`config.mk`:
```
export PLATFORM = sky130hd
export DESIGN_NAME = cfa_div_stage
export DESIGN_NICKNAME = d
export VERILOG_FILES = /design/src/hdl/cfa_pkg.sv /design/src/hdl/cfa_div_stage.sv
export SDC_FILE = /design/constraint.sdc
export NUM_CORES = 1
export LEC_CHECK = 0
export BUFFER_PORTS_ARGS = -buffer_cell sky130_fd_sc_hd__buf_2
export CAP_MARGIN = 15
export CORE_AREA = 5 5 279 281
export CTS_BUF_LIST = sky130_fd_sc_hd__clkbuf_4 sky130_fd_sc_hd__clkbuf_8 sky130_fd_sc_hd__clkbuf_16
export CTS_CLUSTER_DIAMETER = 30
export DETAILED_ROUTE_END_ITERATION = 16
export DIE_AREA = 0 0 284 286
export GPL_TIMING_DRIVEN = 0
export SETUP_SLACK_MARGIN = 0.15
export SLEW_MARGIN = 5
export SYNTH_ARGS = -nofsm -noshare
export SYNTH_HDL_FRONTEND = slang
export SYNTH_SLANG_ARGS = --single-unit
```
`constraint.sdc`:
```
create_clock -name clk_i -period 1.8 [get_ports clk_i]
set_input_delay 0.36 -clock clk_i [delete_from_list [all_inputs] [get_ports clk_i]]
set_output_delay 0.36 -clock clk_i [all_outputs]
set_load 0.01 [all_outputs]
```
`src/hdl/cfa_pkg.sv`:
```
// ----------------------------------------------------------------------------
// cfa_pkg
// Shared codes, types and constants of the constant-folding ALU.
// ----------------------------------------------------------------------------
package cfa_pkg;

  localparam int unsigned HALF_WIDTH_DEF = 32;
  localparam int unsigned VAL_W          = 64;
  localparam int unsigned SPLIT_W        = 32;

  typedef enum logic [4:0] {
    FN_COND   = 5'd0,  FN_COMMA = 5'd1,  FN_LOR   = 5'd2,  FN_LAND  = 5'd3,
    FN_EQ     = 5'd4,  FN_NE    = 5'd5,  FN_LE    = 5'd6,  FN_LT    = 5'd7,
    FN_GE     = 5'd8,  FN_GT    = 5'd9,  FN_BOR   = 5'd10, FN_BAND  = 5'd11,
    FN_BXOR   = 5'd12, FN_LSH   = 5'd13, FN_RSH   = 5'd14, FN_ADD   = 5'd15,
    FN_SUB    = 5'd16, FN_MUL   = 5'd17, FN_DIV   = 5'd18, FN_MOD   = 5'd19,
    FN_NOT    = 5'd20, FN_BNOT  = 5'd21, FN_NEG   = 5'd22, FN_SIZEOF = 5'd23
  } func_e;

  typedef enum logic [1:0] {
    FAULT_NONE    = 2'd0,
    FAULT_ILLEGAL = 2'd1,
    FAULT_DIV0    = 2'd2,
    FAULT_MOD0    = 2'd3
  } fault_e;

  typedef enum logic [2:0] {
    SRC_SIMPLE = 3'd0,
    SRC_MUL    = 3'd1,
    SRC_QUOT   = 3'd2,
    SRC_REM    = 3'd3,
    SRC_SHL    = 3'd4,
    SRC_SHR    = 3'd5
  } src_e;

  // Everything one request carries alongside the divider.
  typedef struct packed {
    src_e                 src;
    logic                 kind;
    fault_e               fault;
    logic [VAL_W-1:0]     simple;
    logic [VAL_W-1:0]     lval;
    logic [VAL_W-1:0]     p0;
    logic [SPLIT_W-1:0]   p1;
    logic [SPLIT_W-1:0]   p2;
    logic                 wide_shift;
    logic                 q_neg;
    logic                 r_neg;
  } bundle_t;

endpackage

```
`src/hdl/cfa_div_stage.sv`:
```
// ----------------------------------------------------------------------------
// cfa_div_stage
// One restoring divider stage: produces one quotient bit per register.
// ----------------------------------------------------------------------------
module cfa_div_stage #(
  parameter int unsigned HALF_WIDTH = cfa_pkg::HALF_WIDTH_DEF
) (
  input  logic                  clk_i,
  input  logic                  rst_ni,
  input  logic                  en_i,
  input  logic                  valid_i,
  input  cfa_pkg::bundle_t      bundle_i,
  input  logic [HALF_WIDTH-1:0] rem_i,
  input  logic [HALF_WIDTH-1:0] dvd_i,
  input  logic [HALF_WIDTH-1:0] dsr_i,
  output logic                  valid_o,
  output cfa_pkg::bundle_t      bundle_o,
  output logic [HALF_WIDTH-1:0] rem_o,
  output logic [HALF_WIDTH-1:0] dvd_o,
  output logic [HALF_WIDTH-1:0] dsr_o
);

  logic [HALF_WIDTH:0]   trial, diff;
  logic                  fits;
  logic [HALF_WIDTH-1:0] rem_d, dvd_d;
  logic                  valid_q;

  always_comb begin
    trial = {rem_i, dvd_i[HALF_WIDTH-1]};
    diff  = trial - {1'b0, dsr_i};
    fits  = trial >= {1'b0, dsr_i};
    rem_d = fits ? diff[HALF_WIDTH-1:0] : trial[HALF_WIDTH-1:0];
    // The dividend shifts out at the top while quotient bits shift in.
    dvd_d = {dvd_i[HALF_WIDTH-2:0], fits};
  end

  always_ff @(posedge clk_i or negedge rst_ni) begin
    if (!rst_ni) begin
      valid_q <= 1'b0;
    end else if (en_i) begin
      valid_q <= valid_i;
    end
  end

  always_ff @(posedge clk_i) begin
    if (en_i) begin
      bundle_o <= bundle_i;
      rem_o    <= rem_d;
      dvd_o    <= dvd_d;
      dsr_o    <= dsr_i;
    end
  end

  assign valid_o = valid_q;

endmodule

```
==> results.sh, run 1 <==
export IMPL_pwr_share_comb_pct=11.9
export IMPL_antenna_found_initial=14
export IMPL_finalCriticalPeriod_ns=2.75
export IMPL_p_per_area_nw_per_um2=1260
export IMPL_whs_ns=0.0769
export IMPL_critPathArrivalTime_ns=3.17
export IMPL_worstHoldEndpoint="rem_o[26]"
export IMPL_synth_xor_area_share_pct=1.81
export IMPL_cts_tree="built"
export IMPL_worstHoldStart="rem_i[25]"
export IMPL_hpwl_mm=41.6
export IMPL_grt_pass1_vias=12800
export IMPL_die_x_microns=284
export IMPL_synthMuxAreaShare_pct=1.02
export IMPL_fin_total_pwr_uw=32400
export IMPL_max_freq_ghz=0.363
export IMPL_synthCells=708
export IMPL_reg2regPathDepth=1
export IMPL_r2r_slack_ns=1.05
export IMPL_cp_required_ns=2.22
export IMPL_gp_congestion=0.907
export IMPL_grt_pass1_wl_mm=84.8
export IMPL_final_antenna_net_count=0
export IMPL_p_int_uw=24300
export IMPL_clockBufferDepth=3
export IMPL_r2r_end="valid_o"
export IMPL_p_leak_uw=0.0109
export IMPL_nets=2293
export IMPL_sequentialPowerShare_pct=32.0
export IMPL_h_tree_depth=3
export IMPL_status="finished, violations left"
export IMPL_mostFrequentLayoutCell="buf_2"
export IMPL_synth_compound_area_share_pct=5.59
export IMPL_ir_drop_mv=0.849
export IMPL_cts_clk_slew_worst_paths_ns=0.04
export IMPL_synthSimpleGateAreaFrac_pct=3.56
export IMPL_drive_above_1_share_pct=51.0
export IMPL_power_share_clock_pct=56.1
export IMPL_drt_pass1_iterations=5
export IMPL_yosys_most_used_dff="edfxtp_1"
export IMPL_crit_type="input port to flop"
export IMPL_min_delay_path_class="input port to flop"
export IMPL_synthAdderAreaFrac_pct=3.21
export IMPL_final_max_slew_violation_count=0
export IMPL_worst_pin_slew_ns=0.745
export IMPL_postSynth_asyncResetShare_pct=0.276
export IMPL_slew_headroom_pct=50.1
export IMPL_avgRoutedWirePerCell_microns=20.1
export IMPL_synth_top_family_by_area="compound AO/OA/AOI/OAI gates"
export IMPL_cts_buffers=94
export IMPL_skew_ns=0
export IMPL_grt_max_degree=127
export IMPL_grt_usage_pct=13.9
export IMPL_clock_sinks=362
export IMPL_yosys_warnings=0
export IMPL_hold_depth=2
export IMPL_path_max_fanout=10
export IMPL_violations="negative setup slack"
export IMPL_cp_end_kind="flop"
export IMPL_core_sq_um=75200
export IMPL_netlist_area_sq_um=13100
export IMPL_synth_edf_count=361
export IMPL_syn2layout_area_growth_pct=96.5
export IMPL_rsz0062_at_grt="true"
export IMPL_ys_types=49
export IMPL_rows=101
export IMPL_r2r_start="valid_o"
export IMPL_die_area_sq_um=81200
export IMPL_die_y_microns=286
export IMPL_syn_nets=1106
export IMPL_finalWorstSetupSlack_ns=-0.955
export IMPL_ios=727
export IMPL_syn_avg_cell_area_sq_um=18.5
export IMPL_via_count=11458
export IMPL_startpoint_type="input port"
export IMPL_grt_remaining_overflow=0
export IMPL_drv_cap=0
export IMPL_drt_iter0_markers=550
export IMPL_ctsRootBufferMaster="clkbuf_16"
export IMPL_setup_viol=33
export IMPL_avgViaCountPerCell=3.87
export IMPL_wl_mm=59.4
export IMPL_clk_latency_ns=0.63
export IMPL_swShare_pct=24.9
export IMPL_drcViolationCount=0
export IMPL_fin_crit_sh_pct=153
export IMPL_ys_seq_elements=362
export IMPL_initial_utilization_pct=17.4
export IMPL_layout_common_cells="buf_2 (710), edfxtp_1 (361), dlygate4sd3_1 (331), clkbuf_16 (95), a21oi_1 (40)"
export IMPL_hold_violations=0
export IMPL_io_buffers=726
export IMPL_p_switching_uw=8080
export IMPL_yosysSeqAreaShare_pct=83.0
[cell families after synthesis]
kind of cell,after synthesis
xor+xnor,27
buf+inv,56
fa+ha+maj,33
flops,362
compound gates,119
simple gates,99
mux,12
[sequential cells by signal, indices dropped and copies added (netlist names)]
signal    count
bundle_o    265
dsr_o        32
dvd_o        32
rem_o        32
valid_o       1
[area by class of cell]
| cell class | count | area (sq um) |
|---|---|---|
| Fill cell | 7143 | 49500 |
| Sequential cell | 362 | 10900 |
| Timing Repair Buffer | 1091 | 7460 |
| Clock buffer | 103 | 2440 |
| Multi-Input combinational cell | 290 | 2320 |
| Tap cell | 978 | 1220 |
| Clock inverter | 73 | 1050 |
| Buffer | 18 | 188 |
| Inverter | 38 | 160 |
| Antenna cell | 5 | 12.5 |
[stage by stage]
| stage | area (sq um) | setup TNS [ns] | setup slack [ns] | utilization (%) | cells |
|---|---|---|---|---|---|
| 2_1_floorplan | 13300 | -37.00 | -1.21 | - | 708 |
| 3_3_place_gp | 18100 | -1863.07 | -5.35 | 24.1 | 2412 |
| 3_5_place_dp | 18200 | -111.28 | -2.33 | 24.2 | 2415 |
| 4_1_cts | 25500 | -28.16 | -0.918 | 34.0 | 2948 |
| 5_1_grt | 25700 | -30.20 | -0.960 | 34.2 | 2956 |
| 6_report | 25700 | -29.33 | -0.955 | 34.2 | 2958 |
[worst max-delay path, stage by stage]
cell      delay (ns)
buf_2           0.13
ha_4            0.26
buf_6           0.09
nand4_1         0.16
or4_4           0.59
a21oi_4         0.15
nor3_4          0.06
a211oi_2        0.17
buf_4           0.17
o21ai_4         0.09
o31ai_4         0.22
buf_12          0.17
buf_2           0.25
nor2_1          0.08
a21oi_2         0.22
[cell usage after synthesis, drive strengths merged, types with 11 or more instances]
library cell	count	area [sq um]
xnor2	15	131
buf	11	62.6
inv	38	143
ha	32	400
nor2	35	131
o21ai	18	93.8
xor2	12	105
edfxtp	361	10800
a21oi	56	280
nand2	26	97.6
mux2	11	124
a21o	12	90.1
[worst max path at each step]
stage	to	from	slack [ns]
5_1_grt	rem_o[13]	dsr_i[7]	-0.96
3_5_place_dp	rem_o[18]	dsr_i[7]	-2.33
6_report	rem_o[18]	rem_i[6]	-0.95
2_1_floorplan	rem_o[13]	dsr_i[7]	-1.21
3_3_place_gp	valid_o	en_i	-5.35
4_1_cts	rem_o[13]	dsr_i[18]	-0.92
[power by group through the flow]
stage	registers [uW]	clock network (uW)	logic (uW)
after floorplan	10900	0	766
after global placement	10600	0	2920
after detailed placement	10500	0	2950
after CTS	10400	18500	3810
after global routing	10400	19100	4120
final	10400	18100	3860
[timing repair]
action	CTS	global route
buffers inserted	24	5
hold buffers	331	0
pin swaps	16	10
cloned	2	0
endpoints found under the hold margin	330	0
gates resized for setup	66	26
setup endpoints to repair	42	44
[routing by layer]
| metal | GRT usage [%] | vias to the layer above | wire length [microns] |
|---|---|---|---|
| met3 | 5.57 | 138 | 5260 |
| li1 | - | 5163 | - |
| met5 | 0 | - | 72 |
| met4 | 5.75 | 10 | 2490 |
| met1 | 14.3 | 5572 | 21200 |
| met2 | 25.0 | 575 | 30400 |
(Power assumes the default switching activity.)
==> run 2, diff against run 1 <==
--- a/config.mk
+++ b/config.mk
@@ -7,11 +7,10 @@
 export LEC_CHECK = 0
 export BUFFER_PORTS_ARGS = -buffer_cell sky130_fd_sc_hd__buf_2
 export CAP_MARGIN = 15
-export CORE_AREA = 5 5 279 281
-export CTS_BUF_LIST = sky130_fd_sc_hd__clkbuf_4 sky130_fd_sc_hd__clkbuf_8 sky130_fd_sc_hd__clkbuf_16
-export CTS_CLUSTER_DIAMETER = 30
+export CORE_AREA = 2 2 285 287
+export CTS_CLUSTER_DIAMETER = 100
 export DETAILED_ROUTE_END_ITERATION = 16
-export DIE_AREA = 0 0 284 286
+export DIE_AREA = 0 0 287 289
 export GPL_TIMING_DRIVEN = 0
 export SETUP_SLACK_MARGIN = 0.15
 export SLEW_MARGIN = 5
==> results.sh, run 2 (same netlist as run 1, synthesis figures left out) <==
export IMPL_grt_pass1_vias=11258
export IMPL_ctsRootBufferMaster="clkbuf_16"
export IMPL_grt_pass1_wl_mm=72.8
export IMPL_slew_headroom_pct=49.8
export IMPL_drt_pass1_iterations=5
export IMPL_final_antenna_net_count=0
export IMPL_startpoint_type="input port"
export IMPL_cts_buffers=46
export IMPL_avgRoutedWirePerCell_microns=18.1
export IMPL_drv_cap=0
export IMPL_nets=2259
export IMPL_cp_required_ns=2.12
export IMPL_min_delay_path_class="input port to async pin"
export IMPL_core_sq_um=79900
export IMPL_drive_above_1_share_pct=50.2
export IMPL_finalCriticalPeriod_ns=2.74
export IMPL_layout_common_cells="buf_2 (711), edfxtp_1 (361), dlygate4sd3_1 (330), clkbuf_16 (46), buf_4 (34)"
export IMPL_grt_remaining_overflow=0
export IMPL_clock_sinks=362
export IMPL_setup_viol=33
export IMPL_die_y_microns=289
export IMPL_max_freq_ghz=0.365
export IMPL_p_per_area_nw_per_um2=970
export IMPL_cp_end_kind="flop"
export IMPL_fillers=7934
export IMPL_reg2regPathDepth=1
export IMPL_syn2layout_area_growth_pct=85.5
export IMPL_worst_pin_slew_ns=0.753
export IMPL_ios=727
export IMPL_cts_tree="built"
export IMPL_violations="negative setup slack"
export IMPL_status="finished, violations left"
export IMPL_rsz0062_at_grt="true"
export IMPL_grt_usage_pct=11.9
export IMPL_regMostFlops="bundle_o"
export IMPL_r2r_end="valid_o"
export IMPL_wl_mm=53.7
export IMPL_avgViaCountPerCell=3.69
export IMPL_fin_crit_sh_pct=152
export IMPL_setup_worst_path_start="dsr_i[7]"
export IMPL_initial_utilization_pct=16.4
export IMPL_post_place_ws_ns=-2.25
export IMPL_clockBufferDepth=3
export IMPL_antenna_found_initial=6
export IMPL_p_leak_uw=0.0101
export IMPL_h_tree_depth=2
export IMPL_mostFrequentLayoutCell="buf_2"
export IMPL_critPathArrivalTime_ns=3.06
export IMPL_clk_latency_ns=0.58
export IMPL_r2r_slack_ns=1.06
export IMPL_ir_drop_mv=0.768
export IMPL_hold_violations=0
export IMPL_drcViolationCount=0
export IMPL_drt_iter0_markers=592
export IMPL_skew_ns=0
export IMPL_rows=104
export IMPL_io_buffers=726
export IMPL_finalWorstSetupSlack_ns=-0.938
export IMPL_final_max_slew_violation_count=0
export IMPL_crit_type="input port to flop"
export IMPL_hpwl_mm=37.7
export IMPL_fin_total_pwr_uw=23500
export IMPL_largest_reg_flops=265
export IMPL_via_count=10912
export IMPL_grt_max_degree=114
export IMPL_die_x_microns=287
export IMPL_cts_clk_slew_worst_paths_ns=0.06
export IMPL_die_area_sq_um=82900
export IMPL_gp_congestion=0.804
export IMPL_path_max_fanout=6
export IMPL_r2r_start="valid_o"
run 2: cell types whose count changed in the layout (fill, tap and decap cells not counted), moves of 5 or more:
cell / change
mux2_4: +6
clkinvlp_4: -11
a21oi_1: -11
bufinv_16: -13
mux2_2: -6
inv_1: -5
clkinv_4: -10
clkbuf_16: -49
clkbuf_1: +5
clkbuf_4: -8
inv_6: -6
a21oi_4: +11
buf_4: +8
run 2: worst max path at each step:
stage | endpoint | slack, ns | depth (start not counted)
2_1_floorplan | rem_o[13] | -1.21 | 12
3_3_place_gp | valid_o | -5.71 | 2
4_1_cts | rem_o[13] | -0.92 | 16
5_1_grt | rem_o[13] | -1.0 | 16
3_5_place_dp | rem_o[12] | -2.25 | 14
6_report | rem_o[13] | -0.94 | 16
run 2: critical path: stages:
cell	delay [ns]
buf_12	0.09
inv_12	0.03
ha_4	0.24
buf_6	0.09
nand4_1	0.13
or4_4	0.55
a21oi_4	0.15
nor3_4	0.06
a211oi_2	0.21
buf_4	0.16
o21ai_4	0.07
o31ai_4	0.21
buf_6	0.14
buf_6	0.11
buf_12	0.14
mux2_4	0.30
run 2: area by class of cell:
cell class / count / area [sq um] / area share, %
well taps: 1060 / 1330 / 5.46
flip-flops and latches: 362 / 10900 / 44.8
clock buffers: 51 / 1170 / 4.82
clock inverters: 33 / 329 / 1.36
multi-input cells: 290 / 2550 / 10.5
diodes: 3 / 7.51 / 0.0309
inverters: 38 / 166 / 0.686
repair buffers: 1105 / 7640 / 31.5
plain buffers: 18 / 216 / 0.892
run 2: metal layers:
layer	vias up	track usage, %	share of wire, %	wire (microns)
met4	4	5.13	4.2	2250
li1	5050	-	-	-
met5	-	0	0.050	27
met3	96	3.92	8.5	4560
met2	522	21.3	51	27400
met1	5240	12.9	36	19400
run 2: stage by stage:
step / TNS, ns / std cells / hold WS (ns) / util [%] / cell area, sq um
finish: -29.02 / 2960 / 0.0783 / 30.4 / 24300
global route: -31.00 / 2959 / 0.0548 / 30.4 / 24300
CTS: -27.30 / 2948 / 0.000411 / 30.0 / 24000
detailed placement: -104.46 / 2497 / 0.137 / 22.9 / 18300
global placement: -1987.06 / 2494 / 0.137 / 22.8 / 18200
floorplan: -37.00 / 708 / 0.0644 / - / 13300
run 2: repair_timing:
item / CTS / global route
setup buffers: 34 / 8
pin swaps: 15 / 17
cloned: 4 / 0
endpoints found under the setup margin: 35 / 35
gates resized for setup: 105 / 43
hold buffers: 329 / 1
hold endpoints to repair: 329 / 1
run 2: power breakdown:
group          internal (uW)  switching, uW
sequential             10100            222
clock                   5230           3950
combinational           2000           2020
total                  17400           6190
==> run 3, diff against run 2 <==
--- a/config.mk
+++ b/config.mk
@@ -5,12 +5,12 @@
 export SDC_FILE = /design/constraint.sdc
 export NUM_CORES = 1
 export LEC_CHECK = 0
-export BUFFER_PORTS_ARGS = -buffer_cell sky130_fd_sc_hd__buf_2
 export CAP_MARGIN = 15
-export CORE_AREA = 2 2 285 287
+export CORE_AREA = 2 2 282 284
 export CTS_CLUSTER_DIAMETER = 100
 export DETAILED_ROUTE_END_ITERATION = 16
-export DIE_AREA = 0 0 287 289
+export DIE_AREA = 0 0 284 286
+export DONT_BUFFER_PORTS = 1
 export GPL_TIMING_DRIVEN = 0
 export SETUP_SLACK_MARGIN = 0.15
 export SLEW_MARGIN = 5
==> constraint.sdc (replaced) <==
create_clock -name clk_i -period 2.5 [get_ports clk_i]
set_input_delay 0.5 -clock clk_i [delete_from_list [all_inputs] [get_ports clk_i]]
set_output_delay 0.5 -clock clk_i [all_outputs]
set_load 0.01 [all_outputs]
==> results.sh, run 3 (same netlist as run 1, synthesis figures left out) <==
export IMPL_grt_pass1_wl_mm=71.2
export IMPL_cts_clk_slew_worst_paths_ns=0.06
export IMPL_die_y_microns=286
export IMPL_drt_pass1_iterations=5
export IMPL_grtUsageMet1_pct=12.6
export IMPL_worst_pin_slew_ns=2.32
export IMPL_critPathArrivalTime_ns=3.11
export IMPL_die_area_sq_um=81200
export IMPL_hpwl_mm=37.5
export IMPL_max_freq_ghz=0.357
export IMPL_grt_usage_pct=12.5
export IMPL_die_x_microns=284
export IMPL_drt_iter0_markers=495
export IMPL_violations="max-slew violations, negative setup slack"
export IMPL_startpoint_type="input port"
export IMPL_avgRoutedWirePerCell_microns=24.6
export IMPL_hold_depth=0
export IMPL_post_place_ws_ns=-1.90
export IMPL_busiest_layer="met2"
export IMPL_p_switching_uw=4060
export IMPL_clock_sinks=362
export IMPL_skew_ns=0
export IMPL_setup_tns_ns=-7.78
export IMPL_syn2layout_area_growth_pct=54.8
export IMPL_via_count=8256
export IMPL_p_per_area_nw_per_um2=785
export IMPL_clockBufferDepth=3
export IMPL_path_max_fanout=6
export IMPL_sequentialPowerShare_pct=50.2
export IMPL_fin_crit_sh_pct=112
export IMPL_final_max_slew_violation_count=229
export IMPL_swShare_pct=25.5
export IMPL_initial_utilization_pct=16.7
export IMPL_grt_use_met3_pct=5.85
export IMPL_reg2regPathDepth=1
export IMPL_ir_drop_mv=0.453
export IMPL_status="finished, violations left"
export IMPL_drcViolationCount=0
export IMPL_ctsRootBufferMaster="clkbuf_16"
export IMPL_final_util_pct=25.9
export IMPL_p_leak_uw=0.00714
export IMPL_finalCriticalPeriod_ns=2.80
export IMPL_slew_headroom_pct=-54.4
export IMPL_gp_congestion=0.776
export IMPL_mostFrequentLayoutCell="edfxtp_1"
export IMPL_cp_end_kind="flop"
export IMPL_clk_latency_ns=0.56
export IMPL_drv_cap=0
export IMPL_grt_max_degree=363
export IMPL_fin_total_pwr_uw=15900
export IMPL_avgViaCountPerCell=3.75
export IMPL_fillers=8041
export IMPL_place_area_sq_um=14600
export IMPL_final_antenna_net_count=0
export IMPL_crit_type="input port to flop"
export IMPL_hold_violations=0
export IMPL_h_tree_depth=2
export IMPL_drive_above_1_share_pct=17.8
export IMPL_ios=727
export IMPL_cts_buffers=43
export IMPL_pwr_share_comb_pct=9.8
export IMPL_min_delay_path_class="input port to flop"
export IMPL_wl_mm=54.1
export IMPL_rsz0062_at_grt="true"
export IMPL_finalWorstSetupSlack_ns=-0.304
export IMPL_largest_reg_flops=265
export IMPL_cp_required_ns=2.80
export IMPL_io_buffers=0
export IMPL_rows=103
export IMPL_cts_tree="built"
export IMPL_setup_viol=33
export IMPL_gr_usage_met2_pct=21.4
export IMPL_design_area_sq_um=20300
export IMPL_antenna_found_initial=9
export IMPL_grt_remaining_overflow=0
export IMPL_grt_pass1_vias=8653
export IMPL_power_share_clock_pct=40.0
export IMPL_core_sq_um=78400
export IMPL_p_int_uw=11800
export IMPL_layout_common_cells="edfxtp_1 (361), dlygate4sd3_1 (329), clkbuf_16 (43), inv_1 (33), a21oi_1 (33)"
export IMPL_regMostFlops="bundle_o"
export IMPL_nets=1514
run 3: cell types whose count changed in the layout (fill, tap and decap cells not counted), sizes merged:
cell	delta
buf	-739
clkinv	+5
bufinv	+1
diode	-1
inv	-4
clkbuf	-6
clkinvlp	-3
dlygate4sd3	-1
run 3: repair_timing:
| action | 4_1_cts | 5_1_grt |
|---|---|---|
| hold endpoints to repair | 329 | 0 |
| pin swaps | 7 | 18 |
| setup buffers | 24 | 5 |
| cloned | 5 | 0 |
| setup endpoints to repair | 33 | 33 |
| hold buffers | 329 | 0 |
| gates resized for setup | 87 | 44 |
run 3: power by group through the flow:
| stage | registers [uW] | clock network, uW | logic, uW |
|---|---|---|---|
| after detailed placement | 8100 | 0 | 747 |
| after global placement | 8110 | 0 | 754 |
| after CTS | 7990 | 6620 | 1460 |
| after floorplan | 7840 | 0 | 552 |
| after global routing | 8010 | 6820 | 1660 |
| final | 7990 | 6370 | 1550 |
run 3: worst paths after layout:
kind | endpoint | startpoint | slack (ns)
setup / recovery | rem_o[13] | dsr_i[7] | -0.30
hold / removal | rem_o[12] | en_i | 0.06
setup reg to reg | valid_o | valid_o | 1.65
hold reg to reg | valid_o | valid_o | 0.66
max in group asynchronous | valid_o | rst_ni | 2.24
min in group asynchronous | valid_o | rst_ni | 0.15
run 3: metrics by stage:
stage                     hold slack [ns]  cells
after floorplan                     0.204    708
after CTS                          0.0234   2195
after global routing               0.0147   2202
after detailed placement            0.204   1758
final                              0.0605   2202
after global placement              0.204   1758
run 3: layout make-up:
| cell class | instances | area [sq um] | share of cell area (%) |
|---|---|---|---|
| Clock inverter | 32 | 348 | 1.72 |
| Timing Repair Buffer | 363 | 3710 | 18.3 |
| Buffer | 18 | 209 | 1.03 |
| Inverter | 38 | 180 | 0.889 |
| Sequential cell | 362 | 10900 | 53.6 |
| Multi-Input combinational cell | 290 | 2530 | 12.5 |
| Antenna cell | 2 | 5.00 | 0.0247 |
| Clock buffer | 47 | 1090 | 5.39 |
| Tap cell | 1050 | 1310 | 6.49 |
run 3: layer usage:
| metal | up-vias | routed length (microns) |
|---|---|---|
| li1 | 3560 | - |
| met1 | 4064 | 18500 |
| met2 | 510 | 26500 |
| met3 | 110 | 5690 |
| met4 | 12 | 3310 |
| met5 | - | 79 |
run 3: worst max-delay path, stage by stage:
cell and delay, ns:
inv_12 0.01, ha_4 0.24, buf_6 0.09, nand4_1 0.15, or4_4 0.59, a21oi_4 0.15, nor3_4 0.08, a211oi_4 0.30
o21ai_4 0.11, o31ai_4 0.22, buf_12 0.17, buf_12 0.15, mux2_4 0.32
